**src/rtl/tpad_pkg.sv**
```systemverilog
// ----------------------------------------------------------------------------
// tpad_pkg
// Types and constants shared by the phase-angle dimmer modules.
// ----------------------------------------------------------------------------
package tpad_pkg;

    localparam int BRIGHT_INPUTS = 4;
    localparam int BRIGHT_W      = 7;
    localparam int GATE_W        = 4;
    localparam int CFG_ADDR_W    = 5;
    localparam int CFG_DATA_W    = 32;
    localparam int TIME_W        = 32;
    localparam int DELAY_W       = 14;
    localparam int PULSE_W       = 10;
    localparam int HOLDOFF_W     = 16;
    localparam int MASK_W        = 4;

    // brightness * (early - late) product, signed
    localparam int SPAN_W   = DELAY_W + 1;
    localparam int PROD_W   = BRIGHT_W + 1 + SPAN_W;
    localparam int MAG_W    = PROD_W - 2;
    // floor(x / 100) = (x * RECIP_100) >> RECIP_SHIFT for x < 2^21
    localparam int RECIP_SHIFT = 29;
    localparam int RECIP_W     = 23;
    localparam logic [RECIP_W-1:0] RECIP_100 = 23'd5368710;
    localparam int QPROD_W  = MAG_W + RECIP_W;
    localparam int QUOT_W   = QPROD_W - RECIP_SHIFT;
    localparam int SUM_W    = QUOT_W + 2;

    localparam logic [MASK_W-1:0]    RST_AC_MASK = 4'd0;
    localparam logic [HOLDOFF_W-1:0] RST_HOLDOFF = 16'd5000;
    localparam logic [PULSE_W-1:0]   RST_PULSE   = 10'd100;
    localparam logic [DELAY_W-1:0]   RST_LATE    = 14'd8000;
    localparam logic [DELAY_W-1:0]   RST_EARLY   = 14'd200;
    localparam logic [DELAY_W-1:0]   RST_MIN     = 14'd200;
    localparam logic [DELAY_W-1:0]   RST_MAX     = 14'd9900;

    typedef enum logic [2:0] {
        REG_AC_MASK = 3'd0,
        REG_HOLDOFF = 3'd1,
        REG_PULSE   = 3'd2,
        REG_LATE    = 3'd3,
        REG_EARLY   = 3'd4,
        REG_MIN     = 3'd5,
        REG_MAX     = 3'd6
    } cfg_reg_t;

    typedef struct packed {
        logic [MASK_W-1:0]    ac_mask;
        logic [HOLDOFF_W-1:0] holdoff;
        logic [PULSE_W-1:0]   pulse;
        logic [DELAY_W-1:0]   late;
        logic [DELAY_W-1:0]   early;
        logic [DELAY_W-1:0]   min_d;
        logic [DELAY_W-1:0]   max_d;
    } cfg_t;

    typedef struct packed {
        logic               valid;
        logic               accepted;
        logic [TIME_W-1:0]  now;
        logic [PULSE_W-1:0] pulse;
    } tick_t;

endpackage

```
**src/rtl/tpad_chan.sv**
```systemverilog
// ----------------------------------------------------------------------------
// tpad_chan
// Per-lane triac channel state: fire scheduling and gate pulse timing.
// ----------------------------------------------------------------------------
module tpad_chan
    import tpad_pkg::*;
(
    input  logic               aclk,
    input  logic               aresetn,
    input  tick_t              tick,
    input  logic               enable,
    input  logic [DELAY_W-1:0] delay,
    input  logic               nonzero,
    output logic               active
);

    logic              pend_reg;
    logic              pend_next;
    logic              act_reg;
    logic              act_next;
    logic [TIME_W-1:0] fire_reg;
    logic [TIME_W-1:0] fire_next;
    logic [TIME_W-1:0] end_reg;
    logic [TIME_W-1:0] end_next;

    logic              pend_a;
    logic              act_a;
    logic [TIME_W-1:0] fire_a;
    logic [TIME_W-1:0] end_a;
    logic [TIME_W-1:0] fire_diff_w;
    logic [TIME_W-1:0] end_diff_w;
    logic              reach_fire_w;
    logic              start_w;
    logic              stop_w;

    assign fire_diff_w = tick.now - fire_reg;
    assign end_diff_w  = tick.now - end_reg;

    always_comb begin
        if (tick.accepted) begin
            pend_a = nonzero;
            fire_a = nonzero ? tick.now + TIME_W'(delay) : '0;
            act_a  = 1'b0;
            end_a  = '0;
            // new target is now + delay, reached only for a zero delay
            reach_fire_w = (delay == '0);
        end else begin
            pend_a = pend_reg;
            fire_a = fire_reg;
            act_a  = act_reg;
            end_a  = end_reg;
            reach_fire_w = ~fire_diff_w[TIME_W-1];
        end
        start_w = pend_a & ~act_a & reach_fire_w;
        stop_w  = act_a & ~end_diff_w[TIME_W-1];

        pend_next = pend_a;
        fire_next = fire_a;
        act_next  = act_a;
        end_next  = end_a;
        if (start_w) begin
            act_next  = 1'b1;
            end_next  = tick.now + TIME_W'(tick.pulse);
            pend_next = 1'b0;
            fire_next = '0;
        end else if (stop_w) begin
            act_next = 1'b0;
            end_next = '0;
        end
    end

    assign active = act_next;

    always_ff @(posedge aclk) begin
        if (!aresetn) begin
            pend_reg <= 1'b0;
            act_reg  <= 1'b0;
            fire_reg <= '0;
            end_reg  <= '0;
        end else if (tick.valid && enable) begin
            pend_reg <= pend_next;
            act_reg  <= act_next;
            fire_reg <= fire_next;
            end_reg  <= end_next;
        end
    end

endmodule

```
**config.mk**
```make
export PLATFORM = sky130hd
export DESIGN_NAME = tpad_chan
export DESIGN_NICKNAME = d
export VERILOG_FILES = /design/src/rtl/tpad_pkg.sv /design/src/rtl/tpad_chan.sv
export SDC_FILE = /design/constraint.sdc
export NUM_CORES = 1
export LEC_CHECK = 0
export ABC_AREA = 1
export ABC_CLOCK_PERIOD_IN_PS = 2250
export BUFFER_PORTS_ARGS = -buffer_cell sky130_fd_sc_hd__buf_4
export CAP_MARGIN = 20
export CORE_ASPECT_RATIO = 2
export CORE_UTILIZATION = 50
export CTS_CLUSTER_SIZE = 10
export DETAILED_ROUTE_END_ITERATION = 8
export GPL_TIMING_DRIVEN = 1
export PLACE_DENSITY = 0.78
export SYNTH_ARGS = -nofsm -noshare
export SYNTH_HDL_FRONTEND = slang
export SYNTH_SLANG_ARGS = --single-unit
```
**constraint.sdc**
```tcl
create_clock -name aclk -period 2.25 [get_ports aclk]
set_input_delay 0.225 -clock aclk [delete_from_list [all_inputs] [get_ports aclk]]
set_output_delay 0.225 -clock aclk [all_outputs]
set_load 0.01 [all_outputs]
```
# Word level (Yosys, flattened, before mapping)
# Index checks and enable logic that the tools add are counted.
[op_classes] add_sub_neg=4 mux=12 bitwise_logic=6 n_reduce_logical=6
[op_table] operator="$mux W32" n=6
[op_table] operator="$sub A32 B32 Y32" n=2
[op_table] operator="$add A32 B10 Y32" n=1
[op_table] operator="$add A32 B14 Y32" n=1
[op_table] operator="$logic_not A14 Y1" n=1
[op_table] operator="$mux W1" n=6
[op_table] operator="$reduce_and A2 Y1" n=2
[op_table] operator="$and A1 B1 Y1" n=3
[op_table] operator="$not A1 Y1" n=3
[op_table] operator="$reduce_bool A3 Y1" n=1
[op_table] operator="$reduce_bool A2 Y1" n=1
[op_table] operator="$logic_and A1 B1 Y1" n=1
[word_totals] register_bits=66 inputBits=62 out_inout_bits=1 wordCells=32

# Logic depth before layout (Yosys ltp)
[depth] depth_word=6 ltp_mapped=21 mapped_depth_nobuf=20

# Worst setup path after synthesis
# Ideal clock, no wire load.
[synth_path] path_kind="input to register" startpoint="in tick[10] (netlist name)" endpoint="reg fire_reg[26]" setup_time_ps=111 t_arrival_ps=1936 required_ps=2139 setup_slack_ps=203 path_stages=17 n_path_buf=0 path_cell_list="ha_1 inv_1 fa_1 inv_1 nand3_1 nand2_1 nand2_1 nand2_1 nand3_1 nand2_1 nand2_1 nor2_1 nand2_1 xor2_1 nor2_1 nor2_1 nor2_1"
[synth_via] elab_chain_len=6 elab_cells_between_ends=10 cone_classes="add/sub (2); mux (4); bitwise (2); reduce/logical (2)"
[synth_lines] item="start: declaration" line="tpad_chan.sv:10" text="input tick_t tick,"
[synth_lines] item="$sub A32 B32 Y32" line="tpad_chan.sv:36" text="assign fire_diff_w = tick.now - fire_reg;"
[synth_lines] item="$not A1 Y1" line="tpad_chan.sv:52" text="reach_fire_w = ~fire_diff_w[TIME_W-1];"
[synth_lines] item="$mux W1" line="tpad_chan.sv:40" text="if (tick.accepted) begin"
[synth_lines] item="$and A1 B1 Y1" line="tpad_chan.sv:54" text="start_w = pend_a & ~act_a & reach_fire_w;"
[synth_lines] item="$reduce_bool A2 Y1 (no line)"
[synth_lines] item="$reduce_and A2 Y1 (no line)"
[synth_lines] item="end signal: assignment" line="tpad_chan.sv:83" text="fire_reg <= fire_next;"
[synth_lines] item="end: declaration" line="tpad_chan.sv:21" text="logic [TIME_W-1:0] fire_reg;"
# Parallel ways exist; a longest one is shown, timed or not. The select of a mux whose other input is x is not followed.
# A chain may end at the register's enable or synchronous reset.

# Worst setup path after layout
[layout_path] startpoint="reg fire_reg[14]" endpoint="reg fire_reg[14]"
[layout_via] elab_chain_len=6 elab_cells_between_ends=7 cone_classes="add/sub (1); mux (2); bitwise (2); reduce/logical (2)"
[layout_lines] item="$sub A32 B32 Y32 (*)" line="tpad_chan.sv:36"
[layout_lines] item="$not A1 Y1 (*)" line="tpad_chan.sv:52"
[layout_lines] item="$mux W1 (*)" line="tpad_chan.sv:40"
[layout_lines] item="$and A1 B1 Y1 (*)" line="tpad_chan.sv:54"
[layout_lines] item="$reduce_bool A2 Y1 (no line)"
[layout_lines] item="$reduce_and A2 Y1 (no line)"
# Every way passes the cells marked *; elsewhere a longest branch is shown, timed or not.

==> impl_metrics.toml <==
[routing]
drtIter0Drc = 571
wl_per_cell_um = 18.1
dr_wl_met2_um = 14100
met1_length_um = 8700
vias = 8566
ant_nets = 0
routed.top_layer = "met4"
dr.pass1.iters = 6
wl_met3_um = 1830
remaining_drc_errors = 0
via_per_inst = 5.50
postRouteWirelength_um = 28200

[layout]
layout_common_cells = "nand2_1, buf_4, nor2_1, inv_1, nand3_1"
fin_nets = 1514
layout_commonest_cell = "nand2_1"
drive_gt1_share_pct = 26.5
synthToLayoutAreaGrowth_pct = 40.7
postLayoutCellArea_um2 = 9850
n_antenna_cell = 0

[grt]
grt_max_degree = 48
grt_pass1_vias = 8335
track_usage_pct = 36.7
antenna_found_initial = 0
grt_remaining_overflow = 0
grt_pass1_wl_um = 40200

[setup_path]
startpoint_type = "flip-flop"
cp_data_arrival_time_ns = 2.93
cpMostUsedCell = "nand2_4"
critPathKind = "reg2reg"
cp.required_ns = 2.53
max_stage_delay_ns = 0.35
reg2reg_slack_ns = -0.40
r2r_cells = 18
cp-end-kind = "flip-flop"
worst-path-max-fanout = 12
slowest_stage = "dfxtp_2"
worstPathCellList = "inv_2 -> ha_4 -> nand2_4 -> nor2_4 -> nand2_4 -> nor2_4 -> nand2_2 -> nand2_4 -> nand2_4 -> nand3_1 -> nand3_2 -> nand2_2 -> buf_12 -> buf_12 -> nand3_1 -> nand2_2 -> nand2_1 -> nor2_1"

[sta]
grt_setup_unrepaired = "true"
layout_min_cycle_time_ns = 2.65
holdWs_ns = 0.270
post-route-period-util_pct = 118
slew_viol_final = 0
setup_ws_ns = -0.399
hold_viol_final = 0
slew_headroom_pct = 64.0
clock.fmax_ghz = 0.377
setup_viol_count_final = 66
tightest_slew_ns = 0.540
fin_skew_ns = 0.0111

[worst_hold_path]
hold_path_class = "in2reg"
holdPathStages = 4

[power_and_ir_drop]
internal_power_w = 0.00307
p_leak_nw = 4.94
pwr-share-seq_pct = 26.7
p_clk_share_pct = 32.7
peakVddDrop_mv = 0.391
swShare_pct = 36.2
power_frac_comb_pct = 40.6
p_switching_w = 0.00175
p_per_area_nw_per_um2 = 489

[cts]
cts_root_buffer = "clkbuf_16"
clkSinkCount = 66
cts.path.max_buffers = 2
clkTransAtPathRegs_ns = 0.06
clk_latency_ns = 0.35
cts_max_level = 3
cts_tree = "built"
holdBufCountCts = 0
cts_buffers = 9

[placed_design]
dp_hpwl_um = 20300
postPlaceCellArea_um2 = 8680
port_buffers = 62
place_ws_ns = -0.444
place.gp.congestion = 1.05

[logic_synthesis]
seq_area_frac_synth_pct = 18.9
yosysWarnings = 0
yosys_register_bits = 66
yosysUniqueCellTypes = 34
syn_area_um2 = 7000
synth_cells = 1169
syn_avg_cell_area_um2 = 5.99
syn-num-nets = 1317

[outcome]
status = "finished with violations"
failed_checks = "negative setup slack"

[die]
num_rows = 60
die_y_um = 169
fp.dieArea_um2 = 14500
die_w_um = 85.7
start_util_pct = 51.5
pin_count = 63
core_um2 = 13600

[job]
maxCapViolCount = 0
## final timing paths
| kind | from | end |
|---|---|---|
| setup / recovery | fire_reg[14]$_SDFFE_PN0P_ | fire_reg[14]$_SDFFE_PN0P_ |
| hold / removal | enable | pend_reg$_SDFFE_PN0P_ |
| setup reg to reg | fire_reg[14]$_SDFFE_PN0P_ | fire_reg[14]$_SDFFE_PN0P_ |
| hold reg to reg | fire_reg[4]$_SDFFE_PN0P_ | fire_reg[4]$_SDFFE_PN0P_ |
## area by class of cell
class	count	area, um2
clock buffers	10	229
clock inverters	6	90.1
fillers	1113	3730
inverters	149	572
multi-input cells	921	5510
flip-flops and latches	66	1330
well taps	186	233
repair buffers	219	1890
## Yosys cell counts
library cell / instances / area share, %
nand2_1: 309 / 17
nor2_1: 216 / 12
inv_1: 148 / 7.9
nand3_1: 99 / 7.1
ha_1: 84 / 15
dfxtp_1: 66 / 19
a21oi_1: 61 / 4.4
xor2_1: 27 / 3.4
o21ai_0: 24 / 1.7
nand4_1: 18 / 1.6
nor3_1: 17 / 1.2
nand3b_1: 16 / 1.7
buf_2: 14 / 1.0
xnor2_1: 12 / 1.5
nor3_2: 7 / 1.0
buf_6: 6 / 0.96
clkbuf_1: 5 / 0.27
a21boi_0: 4 / 0.43
buf_1: 4 / 0.21
nand2_2: 4 / 0.36
nor4_1: 4 / 0.36
o21a_1: 4 / 0.43
a21o_1: 3 / 0.32
buf_4: 3 / 0.32
fa_1: 2 / 0.57
nand3_2: 2 / 0.29
o21bai_1: 2 / 0.21
or2_2: 2 / 0.18
a31oi_1: 1 / 0.089
and2_1: 1 / 0.089
clkbuf_2: 1 / 0.071
inv_2: 1 / 0.054
nor2_2: 1 / 0.089
o21bai_2: 1 / 0.16
## power groups by stage
| stage | clock (W) | combinational (W) | sequential [W] |
|---|---|---|---|
| finish | 0.00157 | 0.00196 | 0.00129 |
| global route | 0.00163 | 0.00212 | 0.00130 |
| floorplan | 0 | 0.000929 | 0.00129 |
| detailed placement | 0 | 0.00163 | 0.00130 |
| global placement | 0 | 0.00161 | 0.00130 |
| CTS | 0.00157 | 0.00172 | 0.00128 |
## cell families (layout without fill, tap and decap cells)
logic type	Yosys count	after routing	synth area share (%)
AND/OR/NAND/NOR	696	696	42.1
buffers and inverters	182	384	10.8
XOR/XNOR	39	39	4.88
AO/OA/AOI/OAI	100	100	7.72
adder cells (fa/ha/maj)	86	86	15.6
flip-flops	66	66	18.9
## timing repair
item	in CTS	in global routing
gates resized for setup	50	119
pin swaps	20	22
gates cloned	0	5
setup buffers	9	2
setup endpoints to repair	67	67
## routing by layer
layer | global-route usage (%) | vias to the layer above
met3 | 5.50 | 191
met4 | 37.8 | 0
li1 | - | 4128
met2 | 67.3 | 406
met1 | 32.1 | 3841
met5 | 0 | -
## critical path: cells and delay by family, from the launching register on
family	cells	cell delay, ns
buffers and inverters	3	0.32
adder cells (fa/ha/maj)	1	0.28
AND/OR/NAND/NOR	14	1.60
flip-flops	1	0.35
## metrics by stage
step | utilization (%) | total power (W) | setup TNS, ns | std cells
finish | 72.5 | 0.00482 | -14.19 | 1557
global route | 72.5 | 0.00505 | -19.41 | 1557
CTS | 68.1 | 0.00456 | -8.19 | 1550
detailed placement | 63.9 | 0.00294 | -25.78 | 1526
global placement | 63.9 | 0.00291 | -21.28 | 1526
floorplan | - | 0.00222 | 0 | 1169
(Power assumes the default switching activity.)
