===== config.mk =====
export PLATFORM = sky130hd
export DESIGN_NAME = tpad_apb_regs
export DESIGN_NICKNAME = d
export VERILOG_FILES = /design/src/rtl/tpad_pkg.sv /design/src/rtl/tpad_apb_regs.sv
export SDC_FILE = /design/constraint.sdc
export NUM_CORES = 1
export LEC_CHECK = 0
export BUFFER_PORTS_ARGS = -buffer_cell sky130_fd_sc_hd__buf_4
export CORE_ASPECT_RATIO = 1.5
export CORE_MARGIN = 2
export CORE_UTILIZATION = 29
export CTS_BUF_LIST = sky130_fd_sc_hd__clkbuf_4 sky130_fd_sc_hd__clkbuf_8 sky130_fd_sc_hd__clkbuf_16
export DETAILED_ROUTE_END_ITERATION = 12
export GPL_ROUTABILITY_DRIVEN = 0
export SKIP_LAST_GASP = 1
export SYNTH_ARGS = -nofsm -noshare
export SYNTH_HDL_FRONTEND = slang
export SYNTH_SLANG_ARGS = --single-unit
export TNS_END_PERCENT = 30

===== constraint.sdc =====
create_clock -name aclk -period 3.5 [get_ports aclk]
set_clock_uncertainty 0.05 [all_clocks]
set_input_delay 0.7 -clock aclk [delete_from_list [all_inputs] [get_ports aclk]]
set_output_delay 0.7 -clock aclk [all_outputs]
set_load 0.005 [all_outputs]

===== src/rtl/tpad_pkg.sv =====
// ----------------------------------------------------------------------------
// tpad_pkg
// Types and constants shared by the phase-angle dimmer modules.
// ----------------------------------------------------------------------------
package tpad_pkg;

    localparam int BRIGHT_INPUTS = 4;
    localparam int BRIGHT_W      = 7;
    localparam int GATE_W        = 4;
    localparam int CFG_ADDR_W    = 5;
    localparam int CFG_DATA_W    = 32;
    localparam int TIME_W        = 32;
    localparam int DELAY_W       = 14;
    localparam int PULSE_W       = 10;
    localparam int HOLDOFF_W     = 16;
    localparam int MASK_W        = 4;

    // brightness * (early - late) product, signed
    localparam int SPAN_W   = DELAY_W + 1;
    localparam int PROD_W   = BRIGHT_W + 1 + SPAN_W;
    localparam int MAG_W    = PROD_W - 2;
    // floor(x / 100) = (x * RECIP_100) >> RECIP_SHIFT for x < 2^21
    localparam int RECIP_SHIFT = 29;
    localparam int RECIP_W     = 23;
    localparam logic [RECIP_W-1:0] RECIP_100 = 23'd5368710;
    localparam int QPROD_W  = MAG_W + RECIP_W;
    localparam int QUOT_W   = QPROD_W - RECIP_SHIFT;
    localparam int SUM_W    = QUOT_W + 2;

    localparam logic [MASK_W-1:0]    RST_AC_MASK = 4'd0;
    localparam logic [HOLDOFF_W-1:0] RST_HOLDOFF = 16'd5000;
    localparam logic [PULSE_W-1:0]   RST_PULSE   = 10'd100;
    localparam logic [DELAY_W-1:0]   RST_LATE    = 14'd8000;
    localparam logic [DELAY_W-1:0]   RST_EARLY   = 14'd200;
    localparam logic [DELAY_W-1:0]   RST_MIN     = 14'd200;
    localparam logic [DELAY_W-1:0]   RST_MAX     = 14'd9900;

    typedef enum logic [2:0] {
        REG_AC_MASK = 3'd0,
        REG_HOLDOFF = 3'd1,
        REG_PULSE   = 3'd2,
        REG_LATE    = 3'd3,
        REG_EARLY   = 3'd4,
        REG_MIN     = 3'd5,
        REG_MAX     = 3'd6
    } cfg_reg_t;

    typedef struct packed {
        logic [MASK_W-1:0]    ac_mask;
        logic [HOLDOFF_W-1:0] holdoff;
        logic [PULSE_W-1:0]   pulse;
        logic [DELAY_W-1:0]   late;
        logic [DELAY_W-1:0]   early;
        logic [DELAY_W-1:0]   min_d;
        logic [DELAY_W-1:0]   max_d;
    } cfg_t;

    typedef struct packed {
        logic               valid;
        logic               accepted;
        logic [TIME_W-1:0]  now;
        logic [PULSE_W-1:0] pulse;
    } tick_t;

endpackage


===== src/rtl/tpad_apb_regs.sv =====
// ----------------------------------------------------------------------------
// tpad_apb_regs
// APB configuration register file for the dimmer.
// ----------------------------------------------------------------------------
module tpad_apb_regs
    import tpad_pkg::*;
(
    input  logic                  aclk,
    input  logic                  aresetn,
    input  logic                  psel,
    input  logic                  penable,
    input  logic                  pwrite,
    input  logic [CFG_ADDR_W-1:0] paddr,
    input  logic [CFG_DATA_W-1:0] pwdata,
    output logic [CFG_DATA_W-1:0] prdata,
    output logic                  pready,
    output cfg_t                  cfg
);

    cfg_t     cfg_reg;
    cfg_t     cfg_next;
    cfg_reg_t sel_w;
    logic     wr_w;

    assign sel_w  = cfg_reg_t'(paddr[CFG_ADDR_W-1:2]);
    assign wr_w   = psel & penable & pwrite;
    assign pready = 1'b1;
    assign cfg    = cfg_reg;

    always_comb begin
        cfg_next = cfg_reg;
        if (wr_w) begin
            case (sel_w)
                REG_AC_MASK: cfg_next.ac_mask = pwdata[MASK_W-1:0];
                REG_HOLDOFF: cfg_next.holdoff = pwdata[HOLDOFF_W-1:0];
                REG_PULSE:   cfg_next.pulse   = pwdata[PULSE_W-1:0];
                REG_LATE:    cfg_next.late    = pwdata[DELAY_W-1:0];
                REG_EARLY:   cfg_next.early   = pwdata[DELAY_W-1:0];
                REG_MIN:     cfg_next.min_d   = pwdata[DELAY_W-1:0];
                REG_MAX:     cfg_next.max_d   = pwdata[DELAY_W-1:0];
                default:     cfg_next = cfg_reg;
            endcase
        end
    end

    always_comb begin
        case (sel_w)
            REG_AC_MASK: prdata = CFG_DATA_W'(cfg_reg.ac_mask);
            REG_HOLDOFF: prdata = CFG_DATA_W'(cfg_reg.holdoff);
            REG_PULSE:   prdata = CFG_DATA_W'(cfg_reg.pulse);
            REG_LATE:    prdata = CFG_DATA_W'(cfg_reg.late);
            REG_EARLY:   prdata = CFG_DATA_W'(cfg_reg.early);
            REG_MIN:     prdata = CFG_DATA_W'(cfg_reg.min_d);
            REG_MAX:     prdata = CFG_DATA_W'(cfg_reg.max_d);
            default:     prdata = '0;
        endcase
    end

    always_ff @(posedge aclk) begin
        if (!aresetn) begin
            cfg_reg.ac_mask <= RST_AC_MASK;
            cfg_reg.holdoff <= RST_HOLDOFF;
            cfg_reg.pulse   <= RST_PULSE;
            cfg_reg.late    <= RST_LATE;
            cfg_reg.early   <= RST_EARLY;
            cfg_reg.min_d   <= RST_MIN;
            cfg_reg.max_d   <= RST_MAX;
        end else begin
            cfg_reg <= cfg_next;
        end
    end

endmodule


# [After elaboration in Yosys (flattened, before gate mapping)]
# Cells that the tools add are included.
[word_totals] ff_bits=86 latch_bits=0 ram_bits=0 mem_bits_ro=0 input_bits=42 output_inout_bits=119 wordCells=24 memories=0
[op_classes] n_addsub=0 multipliers=0 div_mod_pow=0 magnitude_cmp=0 eq_ne=6 shift=0 muxes=1 bitwise_logic=2 n_reduce_logical=8
[op_table] op="$pmux W16 S7" n=1
[op_table] op="$reduce_and A2 Y1" n=7
[op_table] op="$eq A3 B3 Y1 const B" n=3
[op_table] op="$eq A3 B2 Y1 const B" n=2
[op_table] op="$eq A3 B1 Y1 const B" n=1
[op_table] op="$logic_not A3 Y1" n=1
[op_table] op="$and A1 B1 Y1" n=2

# [Longest topological paths before layout]
# Gate-level depths: netlist of run 1.
[logic_depth] ltp_word=3 depth_mapped=6 depth_no_buf=3

# [Least setup slack after synthesis of run 1]
# OpenSTA, ideal clock, no wires.
[synth_timing] path_kind="input-to-output" startpoint="in paddr[3]" endpoint="out prdata[0]" arrival_ps=1696 t_required_ps=2750 slack_ps=1054 stages=4 n_path_buf=2 cell_sequence="buf_4 buf_2 mux2_2 a211o_1"
[synth_via] elab_chain_cells=2 elab_cells_between_ends=8 cone_classes="6 x eq/ne; 1 x mux; 1 x reduce/logical"
[synth_lines] element="start, declared" line_no="tpad_apb_regs.sv:13" rtl="input logic [CFG_ADDR_W-1:0] paddr,"
[synth_lines] element="$eq A3 B3 Y1 (tied with other cells)" line_no="tpad_apb_regs.sv:47" rtl="case (sel_w)"
[synth_lines] element="$pmux W16 S7 (*)" line_no="tpad_apb_regs.sv:47"
[synth_lines] element="end, declared" line_no="tpad_apb_regs.sv:15" rtl="output logic [CFG_DATA_W-1:0] prdata,"
# Mark *: on every way between the ends. The rest lies on a longest branch, timed or not.

# [Worst setup path after layout of run 1]
[layout_timing] startpoint="in paddr[3]" endpoint="out prdata[9]"
# The elaborated chain is that of the path after synthesis.

==> run summary, run 1 <==
Traced cell by cell, the critical path runs through buf_4 -> nand2b_2 -> buf_4 -> or2_2 -> o211ai_1 -> buf_4. The die covers 0.0152 mm^2. The tools report the number of nets in the finished design as 585. Fmax: 350 MHz.

The synthesized netlist occupies a cell area of 0.00412 mm^2. In this run the horizontal extent of the chip is 101 um. Yosys printed 0 warnings. In this run the power spent charging and discharging nets is 481 uW. For this block, the via count after detailed routing is 3,572. TritonCTS created 9 clock buffers.

The number of hold-slack violations in the final timing report was 0; the top-area cell type share of the netlist area was 0.418. In the routed layout, each cell is associated on average with a via count of 5.02. The largest single stage delay on the critical path is 320 ps.

The worst hold path startpoint was cfg[80]$_SDFFE_PN0P_. The hold slack was 427 ps. The post-route cell area was 0.00537 mm^2. The critical path starts at paddr[3]. For the final routed database, the setup TNS stands at 0 ps. The total iterations of the first detailed-routing run is 4. For this design the ratio of total power to cell area is 389 mW/mm^2. The tools report the via count of the first global-routing pass as 3,475.

Once the clock tree was built, the resizer swapped 0 gates to a different size. The synthesized design spends more area on one cell type than any other, namely sky130_fd_sc_hd__dfxtp_1. Net switching fraction of the power: 0.230. CTS placed an instance of sky130_fd_sc_hd__clkbuf_16 at the clock tree root. The die is 150 um tall. The min-delay analysis places its worst path in the category flip-flop to flip-flop.

The share of the clock period used by the worst path works out to 0.815. The worst setup path is launched from an input pin. The share of post-route cells with drive strength above 1 was 0.300. The time the worst path needs with I/O delays and setup was 2850 ps. For the proportion of power drawn by flip-flops and latches, the log shows 0.476.

The setup slack after layout is 647 ps. The detailed-route wire length per cell is 18.2 um. The tools report the combined global-route utilization of all metal layers as 0.170.

The cell with the largest stage delay on the worst path was sky130_fd_sc_hd__nand2b_2. At the pin with the least slew margin, the transition time is 819 ps. 161 I/O pins were placed.

The leakage power was 0.00251 uW; the share of synthesized area occupied by flip-flops and latches was 0.418. The mean area per synthesized cell works out to 9.41 um^2. The tools report the endpoint class of the critical path as an output port.

The number of rows created at floorplan came out at 53. Across the run, the number of max-cap violations was 0. The logs give 2100 ps for the signal arrival time at the worst endpoint and 34 for the count of cell types in the netlist. The worst-path maximum fanout is 30, and the largest net degree at the start of global routing is 84.

In this design, the critical path's most frequently occurring cell is sky130_fd_sc_hd__buf_4. The run gives 0.296 as the effective utilization at floorplan. The synthesized design contains 86 register bits. For this run, design rule violations remaining after detail routing come to 0. The instance area after placement is 0.00509 mm^2. Setup repair after global routing left no endpoint under its margin. The tools report the required time of the critical path as 2750 ps. The clock reaches the later pin of the worst-skew pair after 330 ps.

Compared with the post-synthesis result, the final layout area differs by 30.3%. The logs give 0 for the post-CTS setup repair buffer count and 86 for the clock net sink count. The portion of total power attributed to the clock network was 0.431; the count of endpoints failing setup in the final report was 0. The first global-routing pass estimated 19,400 um of wire. The routed wire length was 13,000 um. The first routing iteration left 127 violations.

Once detail routing completed, the nets flagged for antenna violations numbered 0. After clock tree synthesis, the flow added hold-fix buffers numbering 0. Sorting the synthesized cells by area gives the leading types as sky130_fd_sc_hd__dfxtp_1 (42%), sky130_fd_sc_hd__mux2i_1 (20%), sky130_fd_sc_hd__nand2_1 (6.9%), sky130_fd_sc_hd__buf_4 (3.5%), sky130_fd_sc_hd__o21ai_0 (2.6%). For the combinational group share of total power, the log shows 0.093. The total count of max-transition violations in the final report is 0. The critical path is of the input pin to output port type.

The clock passes through at most 2 buffers. The number of antenna violations at the first check in global routing was 0; the instance count of the mapped netlist was 438. The global route total overflow is 0.

At the placement stage, the worst setup path has a slack of 629 ps. The number of diodes added for antenna fixing is 0, and the CTS clock-pin slew for the worst setup and hold paths is 60 ps. The worst max-slew margin expressed relative to the limit is 0.454. TritonCTS built the clock tree. The count of buffers inserted at the top-level ports works out to 125. For the cell internal power dissipation, the log shows 1610 uW. The core area was 0.0139 mm^2; the post-DP HPWL was 9340 um. The tools report the startpoint of the lowest-slack register-to-register path as cfg[58]$_SDFFE_PN1P_. Largest vdd supply drop: 0.000176 V. The register with the most flip-flops in the layout has 86 of them. The flow ran to the end, and the final reports show no timing, DRC or antenna violations.

The clock tree synthesis step divided the H-tree into 3 levels.
-- path summary, 6_finish.rpt --
path	to	cells past startpoint	slack, ps
hold / removal	cfg[80]$_SDFFE_PN0P_	2	430
setup / recovery	prdata[9]	6	650
setup reg to reg	cfg[58]$_SDFFE_PN1P_	2	2680
hold reg to reg	cfg[80]$_SDFFE_PN0P_	2	430
-- power by group through the flow --
stage,Combinational (uW),Clock (uW),Sequential [uW]
after CTS,196,918,995
after floorplan,124,0,1020
final,194,899,995
after global routing,212,964,996
after global placement,193,0,1020
after detailed placement,195,0,1020
-- worst max-delay path, delay by kind of cell --
kind            cells  cell delay [ps]
compound gates      1              130
buf+inv             3              630
simple gates        2              620
-- cell type report --
cell class              count  area (um^2)
well taps                 165          206
flip-flops and latches     86         1720
repair buffers            134         1020
clock inverters             1         5.00
clock buffers              14          275
multi-input cells         303         2110
inverters                   9         33.8
fillers                  1424         8560
-- stage by stage --
| stage | power, uW | cells | utilization |
|---|---|---|---|
| 2_1_floorplan | 1140 | 453 | - |
| 4_1_cts | 2110 | 712 | 0.386 |
| 3_3_place_gp | 1210 | 697 | 0.365 |
| 6_report | 2090 | 712 | 0.386 |
| 3_5_place_dp | 1210 | 697 | 0.365 |
| 5_1_grt | 2170 | 712 | 0.386 |
-- layer usage --
layer / up-vias / track usage / share of wire
met2: 105 / 0.311 / 0.53
met3: 16 / 0.0220 / 0.036
li1: 1715 / - / -
met5: - / 0 / 0
met1: 1736 / 0.196 / 0.41
met4: 0 / 0.0676 / 0.022
-- Yosys cell counts --
cell type                   count
sky130_fd_sc_hd__dfxtp_1       86
sky130_fd_sc_hd__mux2i_1       84
sky130_fd_sc_hd__nand2_1       76
sky130_fd_sc_hd__clkbuf_1      21
sky130_fd_sc_hd__o21ai_0       21
sky130_fd_sc_hd__buf_4         19
sky130_fd_sc_hd__nor2b_1       16
sky130_fd_sc_hd__o211ai_1      11
sky130_fd_sc_hd__buf_2         10
sky130_fd_sc_hd__o311ai_0      10
sky130_fd_sc_hd__inv_1          9
sky130_fd_sc_hd__mux2_2         9
sky130_fd_sc_hd__nor2_1         7
sky130_fd_sc_hd__a21oi_1        5
sky130_fd_sc_hd__a221oi_1       5
sky130_fd_sc_hd__a2bb2oi_1      5
sky130_fd_sc_hd__a211o_1        4
sky130_fd_sc_hd__a221o_1        4
sky130_fd_sc_hd__a22o_1         4
sky130_fd_sc_hd__and3b_1        4
sky130_fd_sc_hd__nor3b_1        4
sky130_fd_sc_hd__o22ai_1        4
sky130_fd_sc_hd__buf_6          3
sky130_fd_sc_hd__buf_1          2
sky130_fd_sc_hd__conb_1         2
sky130_fd_sc_hd__nand2b_1       2
sky130_fd_sc_hd__nor2_4         2
sky130_fd_sc_hd__or2_2          2
sky130_fd_sc_hd__or3_1          2
sky130_fd_sc_hd__a22oi_1        1
sky130_fd_sc_hd__nand2b_2       1
sky130_fd_sc_hd__nand4_2        1
sky130_fd_sc_hd__nand4b_1       1
sky130_fd_sc_hd__or2_1          1
-- placed cells by master, fill, tap and decap left out, drive strengths merged, types with 2 or more instances in the layout --
| cell | n |
|---|---|
| and3b | 4 |
| o21ai | 21 |
| mux2i | 84 |
| a221oi | 5 |
| nor2b | 16 |
| or3 | 2 |
| dfxtp | 86 |
| a2bb2oi | 5 |
| a221o | 4 |
| nand2b | 3 |
| o211ai | 11 |
| a211o | 4 |
| or2 | 3 |
| o311ai | 10 |
| buf | 134 |
| a22o | 4 |
| clkbuf | 14 |
| conb | 17 |
| o22ai | 4 |
| mux2 | 9 |
| nor2 | 9 |
| nor3b | 4 |
| inv | 9 |
| nand2 | 76 |
| a21oi | 5 |
-- kinds of logic (layout without fill, tap and decap cells) --
| family | after synthesis | count (layout) | share of synthesized area |
|---|---|---|---|
| flops | 86 | 86 | 0.418 |
| other cells | 2 | 17 | 0.00182 |
| simple gates | 119 | 119 | 0.139 |
| mux | 93 | 93 | 0.229 |
| buf+inv | 64 | 158 | 0.0841 |
| compound gates | 74 | 74 | 0.129 |
Power figures use the tool's default switching activity.
==> run 2, diff against run 1 <==
==> constraint.sdc (replaced) <==
create_clock -name aclk -period 2.6 [get_ports aclk]
set_clock_uncertainty 0.05 [all_clocks]
set_input_delay 0.52 -clock aclk [delete_from_list [all_inputs] [get_ports aclk]]
set_output_delay 0.52 -clock aclk [all_outputs]
set_load 0.005 [all_outputs]
==> run 2 against run 1 <==
Register-to-register slack worse by 840 ps. Sequential cell count unchanged. Core utilization up 0.91 points. Sequential share of layout area down 0.74 points. Critical path type unchanged. Largest power group is now the clock network. Critical path depth unchanged.
==> run summary, run 2 (synthesized netlist as in run 1, its figures left out) <==
The multi-input logic area is 0.00211 mm^2 (unchanged), and the first-pass GRT wire length is 19,800 um (was 19,400 um). The combined global-route utilization of all metal layers is 0.172 (was 0.170). Number of cells traversed by the worst register-to-register path: 2 (unchanged). The run gives 161 (unchanged) as the I/O pin count.

The signal arrival time at the worst endpoint came out at 1810 ps (was 2100 ps). The core area was 0.0139 mm^2 (unchanged). For the clock network latency to the later pin of the worst-skew pair, the log shows 330 ps (about the same).

The area taken by flip-flops and latches is 0.00172 mm^2 (unchanged). The y dimension of the die works out to 150 um (unchanged). The hold-fix buffer count after cts is 0 (unchanged). Most used cells in the layout excluding fill and tap cells: sky130_fd_sc_hd__buf_4 (144), sky130_fd_sc_hd__dfxtp_1 (86), sky130_fd_sc_hd__mux2i_1 (84) (was sky130_fd_sc_hd__buf_4 (133), sky130_fd_sc_hd__dfxtp_1 (86), sky130_fd_sc_hd__mux2i_1 (84)). The count of buffers inserted at the top-level ports was 125 (unchanged); the total iterations of the first detailed-routing run was 4 (unchanged).

The largest vdd supply drop was 0.000260 V (was 0.000176 V). Most common cell after layout, fill and taps aside: sky130_fd_sc_hd__buf_4 (unchanged). The setup TNS is 0 ps (unchanged). The number of rows created at floorplan was 53 (unchanged); the maximum level of the CTS H-tree was 3 (unchanged). The run gives 0 (unchanged) as the number of antenna-violating nets in the routed design. The power per standard cell area was 548 mW/mm^2 (was 389 mW/mm^2).

The worst-path maximum fanout is 22 (was 30). The share of the clock period used by the worst path was 0.914. The logs give 13,100 um (was 13,000 um) for the routed wire length and 0.296 (unchanged) for the effective utilization at floorplan. The via count normalized by instance count was 4.97 (was 5.02); the CTS clock-pin slew for the worst setup and hold paths was 60 ps (about the same).

The run gives 0 (unchanged) as the count of unresolved DRC violations after routing. The leakage power is 0.00258 uW (was 0.00251 uW). The die boundary width was 101 um (unchanged); the time the worst path needs with I/O delays and setup was 2380 ps.

The number of violations reported at the end of detailed-routing iteration 0 was 168 (was 127). The run gives 596 (was 585) as the number of nets in the finished design. For the number of antenna violations at the first check in global routing, the log shows 0 (unchanged). The run gives 3,615 (was 3,475) as the via count of the first global-routing pass.

The tools report the category of the worst setup path launch point as an input pin (unchanged). Global route total overflow: 0 (unchanged). Setup repair after global routing left no endpoint under its margin. The final cell count without fillers was 724 (was 712). The tools report the number of buffers between clock root and the deepest sink as 2 (unchanged). The slew of the pin with the lowest slew margin works out to 825 ps (was 819 ps). Endpoint class of the critical path: an output port (unchanged).

The logs give 0 (unchanged) for the number of hold-slack violations in the final timing report and 9 (unchanged) for the number of clock buffers inserted by TritonCTS. The start-to-end type of the worst setup path was input pin to output port (unchanged). The run gives 708 (was 697) as the number of cells after detailed placement. For the total die area, the log shows 0.0152 mm^2 (unchanged).

The number of flip-flops in the largest register was 86 (unchanged); the number of max-cap violations was 0 (unchanged). The total of fill cells in the finished design was 1,391 (was 1,424); the post-DP HPWL was 9780 um (was 9340 um). The post-CTS setup repair buffer count is 0 (unchanged), and the total count of max-transition violations in the final report is 0 (unchanged). The type of the worst min-delay path is input pin to flip-flop (was flip-flop to flip-flop). The logs give 86 (unchanged) for the clock net sink count and 0 (unchanged) for the count of instances resized after the clock tree is built.

The logs give 2030 ps (was 2750 ps) for the required time of the critical path and 0 (unchanged) for the number of diodes added for antenna fixing. The clock tree root driver cell is sky130_fd_sc_hd__clkbuf_16 (unchanged). Detailed-route wire length per cell: 18.2 um (about the same). The via total after detailed routing is 3,601 (was 3,572), and the count of endpoints failing setup in the final report is 0 (unchanged). The worst max-slew margin expressed relative to the limit was 0.450 (was 0.454); the worst hold path stage count was 3 (was 2). The layout overhead on the synthesized area was 33.4% (was 30.3%); the fmax was 421 MHz. The tools report the largest net degree at the start of global routing as 56 (was 84).

The share of post-route cells with drive strength above 1 came out at 0.315 (was 0.300). The flow ran to the end, and the final reports show no timing, DRC or antenna violations. TritonCTS built the clock tree.
## run 2: cell count changes in the layout (fill, tap and decap cells not counted), sizes merged
cell	before	now
buf	134	145
bufinv	0	2
clkbuf	14	12
clkinv	1	2
## run 2: final timing paths
path | slack, ps | start | to
hold / removal | 390 | pwdata[14] | cfg[80]$_SDFFE_PN0P_
setup reg to reg | 1840 | cfg[52]$_SDFFE_PN1P_ | cfg[52]$_SDFFE_PN1P_
setup / recovery | 220 | paddr[2] | prdata[13]
hold reg to reg | 420 | cfg[18]$_SDFFE_PN0P_ | cfg[18]$_SDFFE_PN0P_
## run 2: per-stage QoR
stage | area, um^2 | util | total power [uW] | worst slack [ps] | hold slack [ps]
2_1_floorplan | 4180 | - | 1530 | 514 | 411
3_3_place_gp | 5170 | 0.371 | 1640 | 239 | 411
3_5_place_dp | 5170 | 0.371 | 1640 | 236 | 421
4_1_cts | 5500 | 0.395 | 3030 | 231 | 375
5_1_grt | 5500 | 0.395 | 3120 | 173 | 376
6_report | 5500 | 0.395 | 3010 | 223 | 387
## run 2: worst max-delay path, cell delays in order
cell,delay (ps)
sky130_fd_sc_hd__buf_4,210
sky130_fd_sc_hd__nor2b_1,180
sky130_fd_sc_hd__buf_4,170
sky130_fd_sc_hd__a22o_1,230
sky130_fd_sc_hd__a221o_1,330
sky130_fd_sc_hd__buf_4,150
## run 2: report_power, final
group	internal (uW)	switching [uW]	leakage [uW]
registers	1330	10.3	0.000695
logic	119	155	0.00172
clock network	886	510	0.000163
total	2330	676	0.00258
## run 2: layout make-up
| cell class | instances | area share |
|---|---|---|
| Multi-Input combinational cell | 303 | 0.384 |
| Clock inverter | 4 | 0.0127 |
| Sequential cell | 86 | 0.313 |
| Clock buffer | 12 | 0.0462 |
| Timing Repair Buffer | 145 | 0.200 |
| Inverter | 9 | 0.00615 |
| Tap cell | 165 | 0.0376 |
## run 2: per-layer routing
layer | track usage | part of all wire
met1 | 0.197 | 0.40
met4 | 0.0703 | 0.021
met5 | 0 | 0
met3 | 0.0378 | 0.045
met2 | 0.306 | 0.54
