### src/rtl/tpad_pkg.sv
// ----------------------------------------------------------------------------
// tpad_pkg
// Types and constants shared by the phase-angle dimmer modules.
// ----------------------------------------------------------------------------
package tpad_pkg;

    localparam int BRIGHT_INPUTS = 4;
    localparam int BRIGHT_W      = 7;
    localparam int GATE_W        = 4;
    localparam int CFG_ADDR_W    = 5;
    localparam int CFG_DATA_W    = 32;
    localparam int TIME_W        = 32;
    localparam int DELAY_W       = 14;
    localparam int PULSE_W       = 10;
    localparam int HOLDOFF_W     = 16;
    localparam int MASK_W        = 4;

    // brightness * (early - late) product, signed
    localparam int SPAN_W   = DELAY_W + 1;
    localparam int PROD_W   = BRIGHT_W + 1 + SPAN_W;
    localparam int MAG_W    = PROD_W - 2;
    // floor(x / 100) = (x * RECIP_100) >> RECIP_SHIFT for x < 2^21
    localparam int RECIP_SHIFT = 29;
    localparam int RECIP_W     = 23;
    localparam logic [RECIP_W-1:0] RECIP_100 = 23'd5368710;
    localparam int QPROD_W  = MAG_W + RECIP_W;
    localparam int QUOT_W   = QPROD_W - RECIP_SHIFT;
    localparam int SUM_W    = QUOT_W + 2;

    localparam logic [MASK_W-1:0]    RST_AC_MASK = 4'd0;
    localparam logic [HOLDOFF_W-1:0] RST_HOLDOFF = 16'd5000;
    localparam logic [PULSE_W-1:0]   RST_PULSE   = 10'd100;
    localparam logic [DELAY_W-1:0]   RST_LATE    = 14'd8000;
    localparam logic [DELAY_W-1:0]   RST_EARLY   = 14'd200;
    localparam logic [DELAY_W-1:0]   RST_MIN     = 14'd200;
    localparam logic [DELAY_W-1:0]   RST_MAX     = 14'd9900;

    typedef enum logic [2:0] {
        REG_AC_MASK = 3'd0,
        REG_HOLDOFF = 3'd1,
        REG_PULSE   = 3'd2,
        REG_LATE    = 3'd3,
        REG_EARLY   = 3'd4,
        REG_MIN     = 3'd5,
        REG_MAX     = 3'd6
    } cfg_reg_t;

    typedef struct packed {
        logic [MASK_W-1:0]    ac_mask;
        logic [HOLDOFF_W-1:0] holdoff;
        logic [PULSE_W-1:0]   pulse;
        logic [DELAY_W-1:0]   late;
        logic [DELAY_W-1:0]   early;
        logic [DELAY_W-1:0]   min_d;
        logic [DELAY_W-1:0]   max_d;
    } cfg_t;

    typedef struct packed {
        logic               valid;
        logic               accepted;
        logic [TIME_W-1:0]  now;
        logic [PULSE_W-1:0] pulse;
    } tick_t;

endpackage

### src/rtl/tpad_delay.sv
// ----------------------------------------------------------------------------
// tpad_delay
// Per-lane firing delay pipeline: late + trunc(b*(early-late)/100), clamped.
// ----------------------------------------------------------------------------
module tpad_delay
    import tpad_pkg::*;
(
    input  logic                aclk,
    input  logic                en,
    input  logic [BRIGHT_W-1:0] brightness,
    input  cfg_t                cfg,
    output logic [DELAY_W-1:0]  delay,
    output logic                nonzero
);

    logic signed [BRIGHT_W:0]   b_w;
    logic signed [SPAN_W-1:0]   span_w;
    logic signed [PROD_W-1:0]   prod_w;
    logic signed [PROD_W-1:0]   p1_reg;
    logic                       nz1_reg;
    logic [MAG_W-1:0]           mag_w;
    logic [QPROD_W-1:0]         qp2_reg;
    logic                       neg2_reg;
    logic                       nz2_reg;
    logic [QUOT_W-1:0]          quot_w;
    logic signed [SUM_W-1:0]    sq_w;
    logic signed [SUM_W-1:0]    d_w;
    logic signed [SUM_W-1:0]    lo_w;
    logic signed [SUM_W-1:0]    hi_w;
    logic [DELAY_W-1:0]         clamp_w;
    logic [DELAY_W-1:0]         delay_reg;
    logic                       nz3_reg;

    assign b_w    = $signed({1'b0, brightness});
    assign span_w = $signed({1'b0, cfg.early}) - $signed({1'b0, cfg.late});
    assign prod_w = b_w * span_w;

    assign mag_w = p1_reg[PROD_W-1] ? MAG_W'(-p1_reg) : p1_reg[MAG_W-1:0];

    // stage 3: rescale, sign, offset and clamp
    assign quot_w = qp2_reg[QPROD_W-1:RECIP_SHIFT];
    assign sq_w   = neg2_reg ? -$signed({2'b00, quot_w}) : $signed({2'b00, quot_w});
    assign d_w    = $signed(SUM_W'(cfg.late)) + sq_w;
    assign lo_w   = $signed(SUM_W'(cfg.min_d));
    assign hi_w   = $signed(SUM_W'(cfg.max_d));

    always_comb begin
        if (d_w < lo_w) begin
            clamp_w = cfg.min_d;
        end else if (d_w > hi_w) begin
            clamp_w = cfg.max_d;
        end else begin
            clamp_w = d_w[DELAY_W-1:0];
        end
    end

    always_ff @(posedge aclk) begin
        if (en) begin
            p1_reg    <= prod_w;
            nz1_reg   <= (brightness != '0);
            qp2_reg   <= mag_w * RECIP_100;
            neg2_reg  <= p1_reg[PROD_W-1];
            nz2_reg   <= nz1_reg;
            delay_reg <= clamp_w;
            nz3_reg   <= nz2_reg;
        end
    end

    assign delay   = delay_reg;
    assign nonzero = nz3_reg;

endmodule

### config.mk
export PLATFORM = sky130hd
export DESIGN_NAME = tpad_delay
export DESIGN_NICKNAME = d
export VERILOG_FILES = /design/src/rtl/tpad_pkg.sv /design/src/rtl/tpad_delay.sv
export SDC_FILE = /design/constraint.sdc
export NUM_CORES = 1
export LEC_CHECK = 0
export ABC_AREA = 0
export CORE_MARGIN = 10
export CORE_UTILIZATION = 35
export DETAILED_ROUTE_END_ITERATION = 8
export DONT_BUFFER_PORTS = 1
export PLACE_DENSITY = 0.52
export SYNTH_ARGS = -nofsm -noshare
export SYNTH_HDL_FRONTEND = slang
export SYNTH_SLANG_ARGS = --single-unit
### constraint.sdc
create_clock -name aclk -period 10.05 [get_ports aclk]
set_input_delay 1.005 -clock aclk [delete_from_list [all_inputs] [get_ports aclk]]
set_output_delay 1.005 -clock aclk [all_outputs]
set_load 0.1 [all_outputs]
Word-level counts from Yosys, hierarchy flattened
Index checks and enable logic that the tools add are counted.

Flip-flop bits (word level): 84. Input port bits: 95. Logic and storage cells: 20.

Add/sub/neg operators: 4. $mul: 2. $lt $le $gt $ge: 2. Mux-type cells: 4. Reduce and logical (&&, ||, !) cells: 1.

Operators with widths (count): multiplier 21 x 22 -> 43 bit (second input constant) (1); two-way mux 14 bit (2); multiplier 8 x 15 -> 23 bit (1); two-way mux 21 bit (1); negation 21 bit (1); adder 15 x 17 -> 17 bit (1); > comparator 17 x 15 -> 1 bit (1); less-than comparator 17 x 15 -> 1 bit (1); two-way mux 17 bit (1); negation 15 -> 17 bit (1); subtractor 14 x 14 -> 15 bit (1); nonzero test 7 bit (1).

Depth between registers and ports, before layout
Gate-level depths: netlist of run 1.

Depth after elaboration: 6. Gate-level depth with buffers: 31. Depth with buffers taken out: 31.

Worst setup path before layout of run 1
No wires, ideal clock.

Path kind: reg2reg. From: register p1_reg[0]. To: register qp2_reg[43], data pin. Library setup time: 0.158 ns. Arrival time: 7.745 ns. Data required time: 9.892 ns. Setup slack: 2.147 ns. Stages on the path, launching flop included: 26. Path buffers: 0. Clock period less this slack: 7.903 ns. Cells stage by stage: edfxtp_1 -> inv_1 -> ha_1 -> inv_1 -> or4_1 -> or2_1 -> o41ai_1 -> xnor2_1 -> inv_1 -> fa_1 -> fa_1 -> fa_1 -> fa_1 -> fa_1 -> fa_1 -> ha_1 -> ha_1 -> a21o_1 -> a21o_1 -> or3_1 -> o21ai_1 -> o22ai_1 -> a21oi_1 -> o221ai_1 -> a311o_1 -> a22oi_1.

Longest elaborated chain between the ends: 3.

RTL lines: start, declared (RTL line tpad_delay.sv:19) `logic signed [PROD_W-1:0] p1_reg;`; start signal, assigned (RTL line tpad_delay.sv:59) `p1_reg <= prod_w;`; negation 21 bit (RTL line tpad_delay.sv:38) `assign mag_w = p1_reg[PROD_W-1] ? MAG_W'(-p1_reg) : p1_reg[MAG_W-1:0];`; two-way mux 21 bit (*) (RTL line tpad_delay.sv:38); multiplier 21 x 22 -> 43 bit (*) (RTL line tpad_delay.sv:61) `qp2_reg <= mag_w * RECIP_100;`; end signal, assigned (RTL line tpad_delay.sv:61); end, declared (RTL line tpad_delay.sv:22) `logic [QPROD_W-1:0] qp2_reg;`.

Every way passes the cells marked *; elsewhere a longest branch is shown, timed or not. A chain may end at the register's enable or synchronous reset.

Worst setup path after layout of run 1
Same ends and word-level chain as after synthesis.

==> impl_metrics.py, run 1 <==
metrics = {
    "critical_path": {
        "cp_slowest_cell": "fa_1",
        "critPathMaxFanout": 6,
        "worstRegToRegCells": 29,
        "regToRegEndpoint": "qp2_reg[43]",
        "path_class": "flop to flop",
        "rr_startpoint": "p1_reg[0]",
        "endpoint_kind": "flop",
        "critPathLaunch": "p1_reg[0]",
        "cpPeakStageDelay_ps": 650,
        "cpMostUsedCell": "fa_1",
        "critPathLaunchType": "flop",
        "critPathCapture": "qp2_reg[43]",
        "required_ps": 10200,
        "reg2reg_slack_ps": 960,
        "worstPathArrival_ps": 9240,
    },
    "global_routing": {
        "antenna_found_initial": 0,
        "overflow": 0,
        "grt_max_degree": 56,
        "grt_pass1_vias": 11200,
        "grt_pass1_wl_um": 60100,
        "grtUsageTotal_pct": 14.0,
    },
    "clocking": {
        "cts_buffers": 5,
        "cts_max_level": 2,
        "cts_max_path_buffers": 2,
        "cts_tree": "built",
        "cts_sinks": 55,
        "clkTransAtPathRegs_ps": 80,
        "cts_setup_buffers": 0,
        "clk_latency_ps": 310,
        "cts-root-buf": "clkbuf_16",
        "cts-resized-gates": 0,
        "holdBufCountCts": 0,
    },
    "place": {
        "placed_cells": 2190,
        "gp_congestion": 0.926,
        "pre_cts_slack_ps": 922,
        "place.port_buffers": 0,
        "place_hpwl_um": 31700,
    },
    "floorplanning": {
        "core_um2": 44200,
        "start_util_pct": 35.4,
        "die_x_um": 231,
        "die_h_um": 231,
        "row_count": 77,
        "io_pins": 110,
        "die-area_um2": 53600,
    },
    "route": {
        "wirelength_um": 36300,
        "drt_pass1_iterations": 5,
        "wire_per_inst_um": 16.5,
        "ant_nets": 0,
        "drtIter0Drc": 529,
        "drc": 0,
        "vias_per_cell": 4.79,
        "num_vias": 10500,
    },
    "synth": {
        "synth_cell_types": 71,
        "seq_area_frac_synth_pct": 10.6,
        "synth_edf_count": 55,
        "syn_nets": 2247,
        "syn_avg_cell_area_um2": 9.75,
        "netlist_area_um2": 15600,
        "ys_warn_count": 0,
        "postSynth.asyncResetShare_pct": 0,
        "ys.flop_type": "edfxtp_1",
        "synthCells": 1605,
        "ys_ff_latch": 55,
    },
    "timing": {
        "fin_crit_sh_pct": 90.5,
        "finClkSkew_ps": 13.0,
        "setup_ws_ps": 957,
        "fin_crit_ps": 9090,
        "setup_viol": 0,
        "timing.hold.ws_ps": 443,
        "max_freq_ghz": 0.110,
        "hold_viol": 0,
        "drv_slew": 0,
        "rsz0062_at_grt": "no",
        "max_slew_margin_pct": 24.5,
        "worstMarginPinSlew_ps": 1120,
        "tns_ps": 0,
    },
    "outcome": {
        "status": "complete, no violations",
    },
    "run": {
        "cap_violations": 0,
    },
    "final_layout": {
        "syn2layout_area_growth_pct": 5.65,
        "stdcell_count": 2197,
        "final_common_cell": "inv_1",
        "largest_register_ffs": 22,
        "layout_common_cells": "inv_1 (408), ha_1 (309), fa_1 (238), nand2_1 (73), and2_1 (72)",
        "diodes": 0,
        "drive_gt1_share_pct": 1.87,
        "fin_nets": 2247,
    },
    "hold_path": {
        "hold_path_class": "flop to flop",
    },
}
metal layers:
metal  vias up  share of wire, %  track usage (%)
li1       5141                 -                -
met5         -                 0                0
met2       129                47             23.0
met4         0               1.4             2.80
met3        27               3.0             1.54
met1      5221                49             19.6
worst min-delay path by stage:
stage          startpoint  endpoint  slack [ps]  depth (start not counted)
2_1_floorplan     nz2_reg   nonzero         400                          0
6_report          nz2_reg   nonzero         440                          0
4_1_cts           nz2_reg   nonzero         440                          0
3_5_place_dp      nz2_reg   nonzero         420                          0
3_3_place_gp      nz1_reg   nz2_reg         410                          0
5_1_grt           nz2_reg   nonzero         450                          0
layout make-up:
| type | count | area, µm² |
|---|---|---|
| Fill cell | 4489 | 27700 |
| Multi-Input combinational cell | 1127 | 12400 |
| Sequential cell | 55 | 1650 |
| Inverter | 409 | 1540 |
| Tap cell | 592 | 741 |
| Clock buffer | 6 | 129 |
| Timing Repair Buffer | 7 | 52.6 |
| Clock inverter | 1 | 30.0 |
critical path: cells and delay by family (launching register included):
family | cells | cell delay, ps
fa+ha+maj | 9 | 3760
compound gates | 11 | 2620
simple gates | 2 | 880
buf+inv | 6 | 830
flops | 1 | 480
xor+xnor | 1 | 400
per-stage QoR:
step	instance area (µm²)	util, %
after floorplan	15600	-
after global placement	16400	37.0
after detailed placement	16400	37.0
after CTS	16500	37.4
after global routing	16500	37.4
final	16500	37.4
cells by family (layout without fill, tap and decap cells):
logic type      Yosys count  in the layout  synth area share, %
flops                    55             55                 10.6
fa+ha+maj               547            547                 55.2
mux                      30             30                 1.94
simple gates            281            281                 9.33
compound gates          184            184                 7.83
buf+inv                 423            423                 10.3
xor+xnor                 85             85                 4.93
cells in the mapped netlist, drive strengths merged, types with 6 or more instances:
library cell	count	area (µm²)
inv	409	1540
ha	309	3870
fa	238	4760
nand2	74	285
and2	72	450
xnor2	65	588
edfxtp	55	1650
a21oi	47	246
nor2	46	173
o21ai	42	221
mux2i	27	270
xor2	20	183
a21o	18	136
nor2b	16	100
nor3	14	70.1
o21a	14	105
nand3	13	65.1
o31ai	12	90.1
clkbuf	11	41.3
nand2b	10	62.6
a21boi	8	60.1
or4	7	57.6
a211oi	6	45.0
nand4	6	37.5
Power of run 1 is not shown: default switching activity piles up to over one toggle a cycle in this logic, so the estimate is an artifact.
==> inputs of run 2 (changes only) <==
--- a/config.mk
+++ b/config.mk
@@ -7,10 +7,10 @@
 export LEC_CHECK = 0
 export ABC_AREA = 0
 export CORE_MARGIN = 10
-export CORE_UTILIZATION = 35
+export CORE_UTILIZATION = 27
 export DETAILED_ROUTE_END_ITERATION = 8
 export DONT_BUFFER_PORTS = 1
-export PLACE_DENSITY = 0.52
+export PLACE_DENSITY = 0.43
 export SYNTH_ARGS = -nofsm -noshare
 export SYNTH_HDL_FRONTEND = slang
 export SYNTH_SLANG_ARGS = --single-unit
==> impl_metrics.py, run 2 (synthesis results as in run 1) <==
metrics = {
    "route": {
        "vias_per_cell": 4.41,
        "drtIter0Drc": 438,
        "drt_pass1_iterations": 5,
        "ant_nets": 0,
        "drc": 0,
        "wire_per_inst_um": 16.1,
        "num_vias": 10500,
        "wirelength_um": 38200,
    },
    "clocking": {
        "cts_max_level": 2,
        "clk_latency_ps": 320,
        "holdBufCountCts": 0,
        "cts_buffers": 5,
        "cts-resized-gates": 0,
        "cts_setup_buffers": 0,
        "cts_sinks": 55,
        "clkTransAtPathRegs_ps": 80,
        "cts_max_path_buffers": 2,
        "cts_tree": "built",
        "cts-root-buf": "clkbuf_16",
    },
    "timing": {
        "max_freq_ghz": 0.112,
        "setup_viol": 0,
        "fin_crit_ps": 8920,
        "rsz0062_at_grt": "no",
        "hold_viol": 0,
        "tns_ps": 0,
        "max_slew_margin_pct": 29.5,
        "drv_slew": 0,
        "finClkSkew_ps": 20.6,
        "worstMarginPinSlew_ps": 1050,
        "fin_crit_sh_pct": 88.7,
    },
    "global_routing": {
        "grt_max_degree": 56,
        "grtUsageTotal_pct": 11.6,
        "overflow": 0,
        "grt_pass1_wl_um": 61900,
        "antenna_found_initial": 0,
        "met3_usage_pct": 1.06,
        "busiest_layer": "met2",
        "met2_usage_pct": 19.2,
        "grt_pass1_vias": 11100,
        "grt.met1_usage_pct": 16.4,
    },
    "hold_path": {
        "worstHoldPathCells": 0,
        "min-delay-start": "nz2_reg",
        "hold_path_class": "flop to flop",
        "whs_endpoint": "nonzero",
    },
    "floorplanning": {
        "core_um2": 57600,
        "die_h_um": 261,
        "die-area_um2": 68000,
        "die_x_um": 261,
        "row_count": 88,
        "start_util_pct": 27.2,
        "io_pins": 110,
    },
    "final_layout": {
        "layout_common_cells": "inv_1 (408), ha_1 (309), fa_1 (238), nand2_1 (73), and2_1 (72)",
        "largest_register_ffs": 22,
        "n_fill_cell": 6141,
        "drive_gt1_share_pct": 1.99,
        "syn2layout_area_growth_pct": 7.13,
        "final_common_cell": "inv_1",
        "fin_nets": 2249,
        "diodes": 0,
    },
    "critical_path": {
        "worstPathArrival_ps": 9080,
        "worstRegToRegCells": 30,
        "critPathTopFamily": "adder cells",
        "critPathBufInv": 7,
        "critPathMaxFanout": 6,
        "critPathLaunchType": "flop",
        "cpMostUsedCell": "fa_1",
        "cpPeakStageDelay_ps": 610,
        "regToRegEndpoint": "qp2_reg[43]",
        "endpoint_kind": "flop",
        "rr_startpoint": "p1_reg[0]",
        "path_class": "flop to flop",
        "cp_slowest_cell": "fa_1",
        "required_ps": 10210,
        "reg2reg_slack_ps": 1130,
    },
    "outcome": {
        "status": "complete, no violations",
    },
    "place": {
        "place.port_buffers": 0,
        "place_hpwl_um": 33600,
        "gp_congestion": 0.852,
    },
    "run": {
        "cap_violations": 0,
    },
}
==> run 2: cell count changes in the layout (fill, tap and decap cells not counted), sizes merged <==
cell | previous run | this run
buf | 7 | 9
==> run 2: cell type report <==
type                    instances  area (µm²)  area share, %
clock inverters                 1        30.0          0.179
well taps                     765         957           5.71
inverters                     409        1540           9.17
flip-flops and latches         55        1650           9.85
multi-input cells            1127       12400           73.9
clock buffers                   6         129          0.769
repair buffers                  9        67.6          0.403
==> run 2: how the worst max path moves through the flow <==
| stage | from | endpoint | cells past startpoint |
|---|---|---|---|
| 2_1_floorplan | p1_reg[0] | qp2_reg[43] | 25 |
| 3_3_place_gp | p1_reg[0] | qp2_reg[43] | 30 |
| 3_5_place_dp | p1_reg[0] | qp2_reg[43] | 30 |
| 4_1_cts | p1_reg[0] | qp2_reg[43] | 30 |
| 5_1_grt | p1_reg[0] | qp2_reg[43] | 28 |
| 6_report | p1_reg[0] | qp2_reg[43] | 30 |
==> run 2: per-layer routing <==
metal  wire, µm  vias to the layer above
met5          0                        -
met4        281                        0
met3        919                       14
met2      17800                      115
met1      19100                     5187
li1           -                     5142
==> run 2: stage by stage <==
step,util (%),worst slack [ps],cell area [µm²],hold slack (ps),std cells
after global placement,28.8,1080,16600,404,2365
after detailed placement,28.8,1010,16600,408,2365
after global routing,29.1,496,16800,459,2372
after floorplan,-,2150,15600,400,1605
after CTS,29.1,971,16800,426,2372
final,29.1,1130,16800,423,2372
Power of run 2 is left out for the same reason.
==> inputs of run 3 (changes only) <==
==> constraint.sdc (replaced) <==
create_clock -name aclk -period 9.63 [get_ports aclk]
set_input_delay 0.963 -clock aclk [delete_from_list [all_inputs] [get_ports aclk]]
set_output_delay 0.963 -clock aclk [all_outputs]
set_load 0.1 [all_outputs]
==> impl_metrics.py, run 3 (synthesis results as in run 1) <==
metrics = {
    "timing": {
        "setup_viol": 0,
        "max_freq_ghz": 0.113,
        "tns_ps": 0,
        "fin_crit_sh_pct": 92.0,
        "fin_crit_ps": 8860,
        "worstMarginPinSlew_ps": 1100,
        "rsz0062_at_grt": "no",
        "max_slew_margin_pct": 26.4,
        "drv_slew": 0,
        "hold_viol": 0,
        "finClkSkew_ps": 12.3,
    },
    "route": {
        "vias_per_cell": 4.39,
        "drt_pass1_iterations": 4,
        "wirelength_um": 38300,
        "drtIter0Drc": 432,
        "num_vias": 10400,
        "wire_per_inst_um": 16.1,
        "ant_nets": 0,
        "drc": 0,
    },
    "hold_path": {
        "whs_endpoint": "nonzero",
        "min-delay-start": "nz2_reg",
        "worstHoldPathCells": 0,
        "hold_path_class": "flop to flop",
    },
    "final_layout": {
        "drive_gt1_share_pct": 2.11,
        "fin_nets": 2251,
        "final_common_cell": "inv_1",
        "largest_register_ffs": 22,
        "syn2layout_area_growth_pct": 7.23,
        "diodes": 0,
        "n_fill_cell": 6095,
        "layout_common_cells": "inv_1 (408), ha_1 (309), fa_1 (238), nand2_1 (73), and2_1 (72)",
    },
    "critical_path": {
        "worstPathArrival_ps": 9000,
        "rr_startpoint": "p1_reg[0]",
        "cpMostUsedCell": "fa_1",
        "cp_slowest_cell": "fa_1",
        "worstRegToRegCells": 25,
        "reg2reg_slack_ps": 770,
        "critPathMaxFanout": 7,
        "cpPeakStageDelay_ps": 570,
        "regToRegEndpoint": "qp2_reg[43]",
        "required_ps": 9780,
        "critPathLaunchType": "flop",
        "endpoint_kind": "flop",
        "path_class": "flop to flop",
    },
    "clocking": {
        "clk_latency_ps": 310,
        "holdBufCountCts": 0,
        "cts_tree": "built",
        "cts-root-buf": "clkbuf_16",
        "cts_max_level": 2,
        "cts_setup_buffers": 0,
        "clkTransAtPathRegs_ps": 80,
        "cts_buffers": 5,
        "cts_sinks": 55,
        "cts_max_path_buffers": 2,
        "cts-resized-gates": 0,
    },
    "place": {
        "place_hpwl_um": 33900,
        "place.port_buffers": 0,
        "gp_congestion": 0.850,
    },
    "floorplanning": {
        "io_pins": 110,
        "start_util_pct": 27.2,
        "die_x_um": 261,
        "row_count": 88,
        "die_h_um": 261,
        "core_um2": 57600,
        "die-area_um2": 68000,
    },
    "global_routing": {
        "overflow": 0,
        "grtUsageTotal_pct": 11.7,
        "grt_pass1_vias": 11400,
        "antenna_found_initial": 0,
        "grt_max_degree": 56,
        "grt_pass1_wl_um": 62800,
    },
    "run": {
        "cap_violations": 0,
    },
    "outcome": {
        "status": "complete, no violations",
    },
}
-- run 3: cell count changes in the layout (fill, tap and decap cells not counted) --
| cell | delta |
|---|---|
| buf_4 | +2 |
-- run 3: area by class of cell --
| cell class | instances | area [µm²] | area share (%) |
|---|---|---|---|
| clock buffer | 6 | 129 | 0.768 |
| clock inverter | 1 | 30.0 | 0.179 |
| inverter | 409 | 1540 | 9.16 |
| multi-input combinational | 1127 | 12400 | 73.8 |
| sequential | 55 | 1650 | 9.84 |
| tap | 765 | 957 | 5.70 |
| timing repair buffer | 11 | 82.6 | 0.492 |
-- run 3: critical path, delay by kind of cell, from the launching register on --
kind | cells | cell delay, ps
buffers and inverters | 2 | 340
adder cells (fa/ha/maj) | 9 | 3830
flip-flops | 1 | 510
XOR/XNOR | 1 | 500
AND/OR/NAND/NOR | 2 | 900
AO/OA/AOI/OAI | 11 | 2600
-- run 3: worst max-delay path by stage --
| stage | cells after the start | slack (ps) | endpoint | start |
|---|---|---|---|---|
| 2_1_floorplan | 25 | 1730 | qp2_reg[43] | p1_reg[0] |
| 3_3_place_gp | 25 | 730 | qp2_reg[43] | p1_reg[0] |
| 3_5_place_dp | 25 | 670 | qp2_reg[43] | p1_reg[0] |
| 4_1_cts | 25 | 620 | qp2_reg[43] | p1_reg[0] |
| 5_1_grt | 25 | 160 | qp2_reg[43] | p1_reg[0] |
| 6_report | 25 | 770 | qp2_reg[43] | p1_reg[0] |
-- run 3: per-layer routing --
| metal | vias to the layer above | routed length (µm) | track usage [%] |
|---|---|---|---|
| met1 | 5149 | 19000 | 16.3 |
| met5 | - | 0 | 0 |
| li1 | 5148 | - | - |
| met4 | 0 | 410 | 1.84 |
| met3 | 20 | 1050 | 1.19 |
| met2 | 110 | 17800 | 19.4 |
-- run 3: stage by stage --
stage               setup WS, ps  instance area (µm²)  std cells  hold WS [ps]  util [%]
floorplan                   1730                15600       1605           400         -
global placement             726                16600       2367           403      28.9
detailed placement           674                16600       2367           407      28.9
CTS                          623                16800       2374           424      29.1
global route                 161                16800       2374           429      29.1
finish                       775                16800       2374           424      29.1
Power of run 3 is left out for the same reason.
